<file path="src/rtl/a64_branch_and_move_wide_executor_unit_defines.svh">
// ---------------------------------------------------------------------------
// Assertion macros for the branch and move-wide executor
// Shared property forms for the checks at the end of the top level.
// ---------------------------------------------------------------------------
`ifndef A64_BRANCH_AND_MOVE_WIDE_EXECUTOR_UNIT_DEFINES_SVH
`define A64_BRANCH_AND_MOVE_WIDE_EXECUTOR_UNIT_DEFINES_SVH

// The consequent must hold in the same cycle as the antecedent.
`define A64BMW_ASSERT_SAME(label, clk, rstn, ante, cons) \
    label: assert property (@(posedge clk) disable iff (!(rstn)) (ante) |-> (cons)) \
        else $error("executor assertion failed");

// The consequent must hold in the cycle after the antecedent.
`define A64BMW_ASSERT_NEXT(label, clk, rstn, ante, cons) \
    label: assert property (@(posedge clk) disable iff (!(rstn)) (ante) |=> (cons)) \
        else $error("executor assertion failed");

`endif

</file>
<file path="src/rtl/a64bmw_pkg.sv">
// ---------------------------------------------------------------------------
// Branch and move-wide executor package
// Operation and status codes, item and result types shared by the modules.
// ---------------------------------------------------------------------------
package a64bmw_pkg;

    typedef enum logic [2:0] {
        OP_EXIT      = 3'd0,
        OP_INTERRUPT = 3'd1,
        OP_NOP       = 3'd2,
        OP_SVC       = 3'd3,
        OP_BRK       = 3'd4,
        OP_RET       = 3'd5,
        OP_BRANCH    = 3'd6,
        OP_MOVW      = 3'd7
    } req_type_t;

    typedef enum logic [1:0] {
        ST_CONTINUE  = 2'd0,
        ST_END_BLOCK = 2'd1,
        ST_INTERRUPT = 2'd2
    } status_t;

    localparam logic [1:0] MOV_N    = 2'd0;
    localparam logic [1:0] MOV_KEEP = 2'd1;
    localparam logic [1:0] MOV_Z    = 2'd2;
    localparam logic [1:0] MOV_K    = 2'd3;

    localparam logic       CFG_SYSCALL    = 1'b0;
    localparam logic       CFG_BREAKPOINT = 1'b1;
    localparam logic [7:0] SYSCALL_RESET    = 8'd128;
    localparam logic [7:0] BREAKPOINT_RESET = 8'd3;

    localparam logic [4:0]  LINK_REG   = 5'd30;
    localparam int          NUM_REGS   = 32;
    localparam logic [63:0] INSN_BYTES = 64'd4;
    localparam logic [63:0] LANE_MASK  = 64'h0000_0000_0000_ffff;

    localparam int IN_DATA_W  = 192;
    localparam int OUT_DATA_W = 200;

    typedef struct packed {
        logic [2:0]  req_type;
        logic [63:0] target_address;
        logic [63:0] fault_address_in;
        logic [7:0]  interrupt_code_in;
        logic [4:0]  register_index;
        logic [27:0] branch_offset;
        logic        link_flag;
        logic [1:0]  move_opcode;
        logic [1:0]  halfword_select;
        logic [15:0] immediate_value;
    } item_t;

    typedef struct packed {
        status_t     status;
        logic [7:0]  interrupt_code;
        logic [63:0] next_pc;
        logic        fault_we;
        logic [63:0] fault_address;
        logic        reg_we;
        logic [4:0]  reg_index;
        logic [63:0] written_value;
    } exec_result_t;

endpackage

</file>
<file path="src/rtl/a64_branch_and_move_wide_executor_unit.sv">
// ---------------------------------------------------------------------------
// AArch64 branch and move-wide executor
// Executes one predecoded operation per beat against pc, the register file
// and the fault address, and returns one result beat per input beat.
// ---------------------------------------------------------------------------
// The unit takes one input beat every clock cycle while the result register
// is empty or taken; each result passes the input register and then the
// execute stage that loads the result register.
// The register file, with the stack pointer at index 31, is held in
// flip-flops with a single read port, and pc, registers and fault address
// update as the result register loads, so back-to-back dependent beats see
// each other's writes without stalls. Only a full result register that is
// not taken holds back input.
module a64_branch_and_move_wide_executor_unit (
    input  logic                                aclk,
    input  logic                                aresetn,
    input  logic                                s_tvalid,
    output logic                                s_tready,
    // Fields from bit 0: target_address[63:0], fault_address_in[127:64],
    // interrupt_code_in[135:128], register_index[140:136],
    // branch_offset[168:141], link_flag[169], move_opcode[171:170],
    // halfword_select[173:172], immediate_value[189:174], zero fill.
    input  logic [a64bmw_pkg::IN_DATA_W-1:0]    s_tdata,
    // Fields from bit 0: req_type[2:0].
    input  logic [2:0]                          s_tuser,
    output logic                                m_tvalid,
    input  logic                                m_tready,
    // Fields from bit 0: interrupt_code_out[7:0], next_pc[71:8],
    // fault_address_out[135:72], written_value[199:136].
    output logic [a64bmw_pkg::OUT_DATA_W-1:0]   m_tdata,
    // Fields from bit 0: status[1:0].
    output logic [1:0]                          m_tuser,
    input  logic                                cfg_wr_en,
    input  logic                                cfg_addr,
    input  logic [7:0]                          cfg_wr_data
);
    import a64bmw_pkg::*;

    logic         in_valid_reg;
    item_t        item_reg;
    logic         out_valid_reg;
    logic [1:0]   out_user_reg;
    logic [OUT_DATA_W-1:0] out_data_reg;
    logic [63:0]  pc_reg;
    logic [63:0]  fault_reg;
    logic [63:0]  regs_reg [NUM_REGS];
    logic [7:0]   syscall_reg;
    logic [7:0]   breakpoint_reg;
    logic         advance;
    item_t        item_next;
    exec_result_t result;

    assign advance  = in_valid_reg && (!out_valid_reg || m_tready);
    assign s_tready = !in_valid_reg || advance;
    assign m_tvalid = out_valid_reg;
    assign m_tdata  = out_data_reg;
    assign m_tuser  = out_user_reg;

    always_comb begin
        item_next.req_type          = s_tuser;
        item_next.target_address    = s_tdata[63:0];
        item_next.fault_address_in  = s_tdata[127:64];
        item_next.interrupt_code_in = s_tdata[135:128];
        item_next.register_index    = s_tdata[140:136];
        item_next.branch_offset     = s_tdata[168:141];
        item_next.link_flag         = s_tdata[169];
        item_next.move_opcode       = s_tdata[171:170];
        item_next.halfword_select   = s_tdata[173:172];
        item_next.immediate_value   = s_tdata[189:174];
    end

    a64bmw_execute u_execute (
        .item            (item_reg),
        .pc              (pc_reg),
        .fault_address   (fault_reg),
        .reg_value       (regs_reg[item_reg.register_index]),
        .syscall_code    (syscall_reg),
        .breakpoint_code (breakpoint_reg),
        .result          (result)
    );

    always_ff @(posedge aclk) begin
        if (!aresetn) begin
            in_valid_reg <= 1'b0;
        end else if (s_tready) begin
            in_valid_reg <= s_tvalid;
        end
    end

    always_ff @(posedge aclk) begin
        if (s_tvalid && s_tready) begin
            item_reg <= item_next;
        end
    end

    always_ff @(posedge aclk) begin
        if (!aresetn) begin
            out_valid_reg <= 1'b0;
        end else if (advance) begin
            out_valid_reg <= 1'b1;
        end else if (m_tready) begin
            out_valid_reg <= 1'b0;
        end
    end

    always_ff @(posedge aclk) begin
        if (advance) begin
            out_user_reg <= result.status;
            out_data_reg <= {result.written_value, result.fault_address,
                             result.next_pc, result.interrupt_code};
        end
    end

    always_ff @(posedge aclk) begin
        if (!aresetn) begin
            pc_reg    <= '0;
            fault_reg <= '0;
            for (int i = 0; i < NUM_REGS; i++) begin
                regs_reg[i] <= '0;
            end
        end else if (advance) begin
            pc_reg <= result.next_pc;
            if (result.fault_we) begin
                fault_reg <= result.fault_address;
            end
            if (result.reg_we) begin
                regs_reg[result.reg_index] <= result.written_value;
            end
        end
    end

    always_ff @(posedge aclk) begin
        if (!aresetn) begin
            syscall_reg    <= SYSCALL_RESET;
            breakpoint_reg <= BREAKPOINT_RESET;
        end else if (cfg_wr_en) begin
            if (cfg_addr == CFG_SYSCALL) begin
                syscall_reg <= cfg_wr_data;
            end
            if (cfg_addr == CFG_BREAKPOINT) begin
                breakpoint_reg <= cfg_wr_data;
            end
        end
    end

`include "a64_branch_and_move_wide_executor_unit_defines.svh"

    `A64BMW_ASSERT_SAME(a_code_only_on_interrupt, aclk, aresetn, m_tvalid && (m_tuser != ST_INTERRUPT), m_tdata[7:0] == 8'd0)
    `A64BMW_ASSERT_SAME(a_no_write_on_interrupt, aclk, aresetn, m_tvalid && (m_tuser == ST_INTERRUPT), m_tdata[199:136] == 64'd0)
    `A64BMW_ASSERT_SAME(a_full_stall_blocks_input, aclk, aresetn, in_valid_reg && out_valid_reg && !m_tready, !s_tready)
    `A64BMW_ASSERT_NEXT(a_advance_fills_output, aclk, aresetn, advance, out_valid_reg && (pc_reg == m_tdata[71:8]))

endmodule

</file>
<file path="src/rtl/a64bmw_execute.sv">
// ---------------------------------------------------------------------------
// Branch and move-wide execute logic
// Computes status, next pc, fault address and register write for one item.
// ---------------------------------------------------------------------------
module a64bmw_execute (
    input  a64bmw_pkg::item_t        item,
    input  logic [63:0]              pc,
    input  logic [63:0]              fault_address,
    input  logic [63:0]              reg_value,
    input  logic [7:0]               syscall_code,
    input  logic [7:0]               breakpoint_code,
    output a64bmw_pkg::exec_result_t result
);
    import a64bmw_pkg::*;

    logic [5:0]  shift;
    logic [63:0] placed;
    logic [63:0] lane;
    logic [63:0] move_value;
    logic [63:0] offset;
    logic [63:0] pc_plus4;

    assign shift    = {item.halfword_select, 4'd0};
    assign placed   = {48'd0, item.immediate_value} << shift;
    assign lane     = LANE_MASK << shift;
    assign offset   = {{36{item.branch_offset[27]}}, item.branch_offset};
    assign pc_plus4 = pc + INSN_BYTES;

    always_comb begin
        case (item.move_opcode)
            MOV_N:   move_value = ~placed;
            MOV_Z:   move_value = placed;
            MOV_K:   move_value = (reg_value & ~lane) | placed;
            default: move_value = reg_value;
        endcase
    end

    always_comb begin
        result                = '0;
        result.status         = ST_CONTINUE;
        result.next_pc        = pc_plus4;
        result.fault_address  = fault_address;
        result.reg_index      = item.register_index;
        case (req_type_t'(item.req_type))
            OP_EXIT: begin
                result.next_pc = item.target_address;
                result.status  = ST_END_BLOCK;
            end
            OP_INTERRUPT: begin
                result.next_pc        = item.target_address;
                result.fault_we       = 1'b1;
                result.fault_address  = item.fault_address_in;
                result.status         = ST_INTERRUPT;
                result.interrupt_code = item.interrupt_code_in;
            end
            OP_NOP: begin
                result.status = ST_CONTINUE;
            end
            OP_SVC: begin
                result.fault_we       = 1'b1;
                result.fault_address  = '0;
                result.status         = ST_INTERRUPT;
                result.interrupt_code = syscall_code;
            end
            OP_BRK: begin
                result.fault_we       = 1'b1;
                result.fault_address  = '0;
                result.status         = ST_INTERRUPT;
                result.interrupt_code = breakpoint_code;
            end
            OP_RET: begin
                result.next_pc = reg_value;
                result.status  = ST_END_BLOCK;
            end
            OP_BRANCH: begin
                result.next_pc   = pc + offset;
                result.status    = ST_END_BLOCK;
                result.reg_we    = item.link_flag;
                result.reg_index = LINK_REG;
                if (item.link_flag) begin
                    result.written_value = pc_plus4;
                end
            end
            OP_MOVW: begin
                result.reg_we        = 1'b1;
                result.written_value = move_value;
            end
            default: begin
                result.status = ST_CONTINUE;
            end
        endcase
    end

endmodule

</file>
<file path="config.mk">
export PLATFORM = sky130hd
export DESIGN_NAME = a64_branch_and_move_wide_executor_unit
export DESIGN_NICKNAME = d
export VERILOG_FILES = /design/src/rtl/a64bmw_pkg.sv /design/src/rtl/a64_branch_and_move_wide_executor_unit.sv /design/src/rtl/a64bmw_execute.sv
export VERILOG_INCLUDE_DIRS = /design/src /design/src/rtl
export SDC_FILE = /design/constraint.sdc
export NUM_CORES = 2
export LEC_CHECK = 0
export CORE_MARGIN = 2
export CORE_UTILIZATION = 41
export CTS_BUF_LIST = sky130_fd_sc_hd__clkbuf_8 sky130_fd_sc_hd__clkbuf_16
export DETAILED_ROUTE_END_ITERATION = 10
export DONT_BUFFER_PORTS = 1
export PLACE_DENSITY_LB_ADDON = 0.25
export RECOVER_POWER = 50
export SLEW_MARGIN = 20
export SYNTH_ARGS = -nofsm -noshare
export SYNTH_HDL_FRONTEND = slang
export SYNTH_SLANG_ARGS = --single-unit
</file>
<file path="constraint.sdc">
create_clock -name aclk -period 21.8 [get_ports aclk]
set_input_delay 1.09 -clock aclk [delete_from_list [all_inputs] [get_ports aclk]]
set_output_delay 1.09 -clock aclk [all_outputs]
set_load 0.1 [all_outputs]
</file>
==> run_results.csv <==
group,metric,value,unit
clocking,cts_made_buffers,285,
yosys,ys_seq_area_share,66.8,%
yosys,synth_edf_count,2443,
global_routing,grt_usage,28.0,%
clocking,hold_buffers,0,
place,placedInstanceArea,118000,µm²
run_status,status,"finished, violations left",
power_and_ir_drop,internal_power,8.60,mW
setup_path,critPathKind,"flip-flop to flip-flop",
power_and_ir_drop,p_clk_share,39.9,%
global_routing,gr-total-overflow,0,
yosys,synthTopCellsByCount,"edfxtp_1 (2,443), nor2_1 (2,230), mux4_2 (630)",
global_routing,grt_pass1_wl,561000,µm
yosys,synthMostInstantiatedCell,"edfxtp_1",
clocking,cts.clk_slew.worst_paths,0.06,ns
cells_and_area,final_nets,8150,
global_routing,antenna_found_initial,38,
clocking,cts.sinks,2594,
yosys,synth_seq_cells,2594,
place,port-buffer-count,0,
floorplan,dieArea,283000,µm²
detailed_routing,postRouteAntennaNets,0,
setup_path,critPathMaxFanout,68,
floorplan,start_util,41.3,%
power_and_ir_drop,cellPowerDensity,91.8,nW/µm²
floorplan,num_rows,193,
global_routing,grt_max_degree,131,
sta,setup_viol,0,
detailed_routing,drc,0,
yosys,syn_inst,8158,
detailed_routing,wl_per_cell,34.3,µm
sta,fin_skew,0.0655,ns
sta,max_slew.worst_pin.slew,7.86,ns
sta,rsz0062_at_grt,"no",
sta,fin_setup_tns,0,ns
floorplan,die_w,532,µm
yosys,yosys-top-cells-area,"edfxtp_1 (64%), mux4_2 (12%), nor2_1 (7.3%), dfxtp_1 (2.6%), a21oi_1 (1.6%)",
place,place.gp.congestion,0.932,
yosys,synthesis.nets,8432,
setup_path,cp-end-kind,"flip-flop",
cells_and_area,final_core_util,45.6,%
setup_path,worst_ep_required_time,22.36,ns
run_status,violations,"max-capacitance violations, max-slew violations",
yosys,yosys_warnings,0,
power_and_ir_drop,p_leak,42.0,nW
sta,period_minus_slack,13.68,ns
hold_path,min_path_type,"primary input to flip-flop",
detailed_routing,viasPerCell,6.20,
sta,max_freq,0.0731,GHz
clocking,postCtsSetupBuffers,0,
floorplan,dieHeight,532,µm
power_and_ir_drop,share_comb_of_total_power,9.2,%
power_and_ir_drop,switching_share,25.7,%
setup_path,cp_data_arrival_time,14.23,ns
clocking,worstSkewPairLatency,0.91,ns
yosys,synth_top_cell_area_share,64.1,%
detailed_routing,vias,73300,
yosys,ys_types,81,
floorplan,core,277000,µm²
detailed_routing,firstDrtPassIters,6,
sta,relSlewSlack,-424,%
yosys,netlist_area,114000,µm²
sta,whs,0.287,ns
clocking,h-tree-depth,5,
yosys,async_reset_ff_share,0,%
cells_and_area,stdcell_area,126000,µm²
sta,final-hold-violation-count,0,
place,hpwlAfterDp,242000,µm
clocking,ctsRootBufferMaster,"clkbuf_16",
global_routing,grt_pass1_vias,71100,
floorplan,io_pins,413,
flow_run,maxCapViolCount,92,
cells_and_area,final_layout_size_suffix_gt1_share,16.0,%
sta,post-route-period-util,62.7,%
yosys,synth-main-ff-cell,"edfxtp_1",
cells_and_area,largest_register_ff_count,2048,
clocking,cts_resized,0,
clocking,cts.path.max_buffers,4,
detailed_routing,drt_wl_total,406000,µm
power_and_ir_drop,power.switching,2.98,mW
yosys,syn_area_per_cell,14.0,µm²
cells_and_area,area_delta_synth_final,10.4,%
clocking,cts_tree,"done",
sta,slew_violations,3465,
power_and_ir_drop,irDropWorstVdd,0.0713,mV
yosys,synth_top_cell_by_area,"edfxtp_1",
power_and_ir_drop,p_seq_share,50.9,%
detailed_routing,drt-initial-drc-count,11100,
setup_path,cp-start-kind,"flip-flop",
==> critical path, cell delays in order, from the launching register on <==
cell	delay, ns
dfxtp_1	2.34
clkbuf_1	2.55
clkbuf_1	2.96
buf_12	0.51
buf_4	0.67
buf_4	0.66
mux4_2	0.61
mux4_2	0.51
mux2i_1	0.77
o21ai_0	0.33
a21oi_4	0.87
inv_1	0.25
==> layer usage <==
layer / track usage [%] / wire, µm / part of all wire (%)
met1: 37.9 / 154000 / 38
met2: 44.6 / 190000 / 47
met3: 6.17 / 46200 / 11
met4: 10.0 / 16300 / 4.0
met5: 0 / 149 / 0.037
==> per-stage QoR <==
stage	worst slack [ns]	total power, mW	std cells
5_1_grt	6.76	11.9	11800
3_3_place_gp	13.28	7.01	11300
6_report	8.12	11.6	11800
3_5_place_dp	13.28	7.03	11300
2_1_floorplan	13.80	6.59	8158
4_1_cts	13.25	11.6	11800
==> cell type report <==
class	count	area [µm²]
clock buffers	290	7230
diodes	34	85.1
multi-input cells	4718	34600
inverters	89	338
repair buffers	188	1430
flip-flops and latches	2594	76400
clock inverters	204	1480
well taps	3705	4640
fillers	24400	151000
==> placed cells by master, fill, tap and decap left out, drive strengths merged, types with 14 or more instances in the layout <==
master and count:
nand2b 21, a22oi 49, o21bai 14, nand2 382
and2 22, edfxtp 2443, dfxtp 151, xnor2 52
nor3 25, a22o 65, bufinv 15, nor2 2230
mux2i 73, clkinv 110, clkbuf 338, a221oi 17
o21a 17, mux4 630, diode 34, o211ai 29
mux2 21, o21ai 155, a211oi 19, inv 160
buf 140, xor2 55, a21oi 374, a21o 51
nand3 130, nand4 31, and3 23, ha 64
a31oi 14, nor2b 18
==> cell families after synthesis <==
group	count (synthesis)	share of synthesized area, %
compound gates	893	5.04
xor+xnor	107	0.819
fa+ha+maj	65	0.718
buf+inv	846	3.18
flops	2594	66.8
mux	724	13.3
simple gates	2929	10.2
==> power by group through the flow <==
stage | clock network [mW] | registers (mW) | logic (mW)
finish | 4.63 | 5.90 | 1.06
global route | 4.86 | 5.91 | 1.10
CTS | 4.67 | 5.88 | 1.05
detailed placement | 0 | 5.98 | 1.05
global placement | 0 | 5.97 | 1.04
floorplan | 0 | 5.94 | 0.656
==> worst paths after layout <==
| check | startpoint | end | slack [ns] | depth (start not counted) |
|---|---|---|---|---|
| setup / recovery | flip-flop | m_tdata[164]$_DFFE_PP_ | 8.12 | 11 |
| hold / removal | s_tdata[0] | item_reg[126]$_DFFE_PP_ | 0.29 | 0 |
| setup reg to reg | flip-flop | m_tdata[164]$_DFFE_PP_ | 8.12 | 11 |
| hold reg to reg | fault_reg[34]$_SDFFE_PN0P_ | fault_reg[34]$_SDFFE_PN0P_ | 0.45 | 2 |
(Power assumes the default switching activity.)
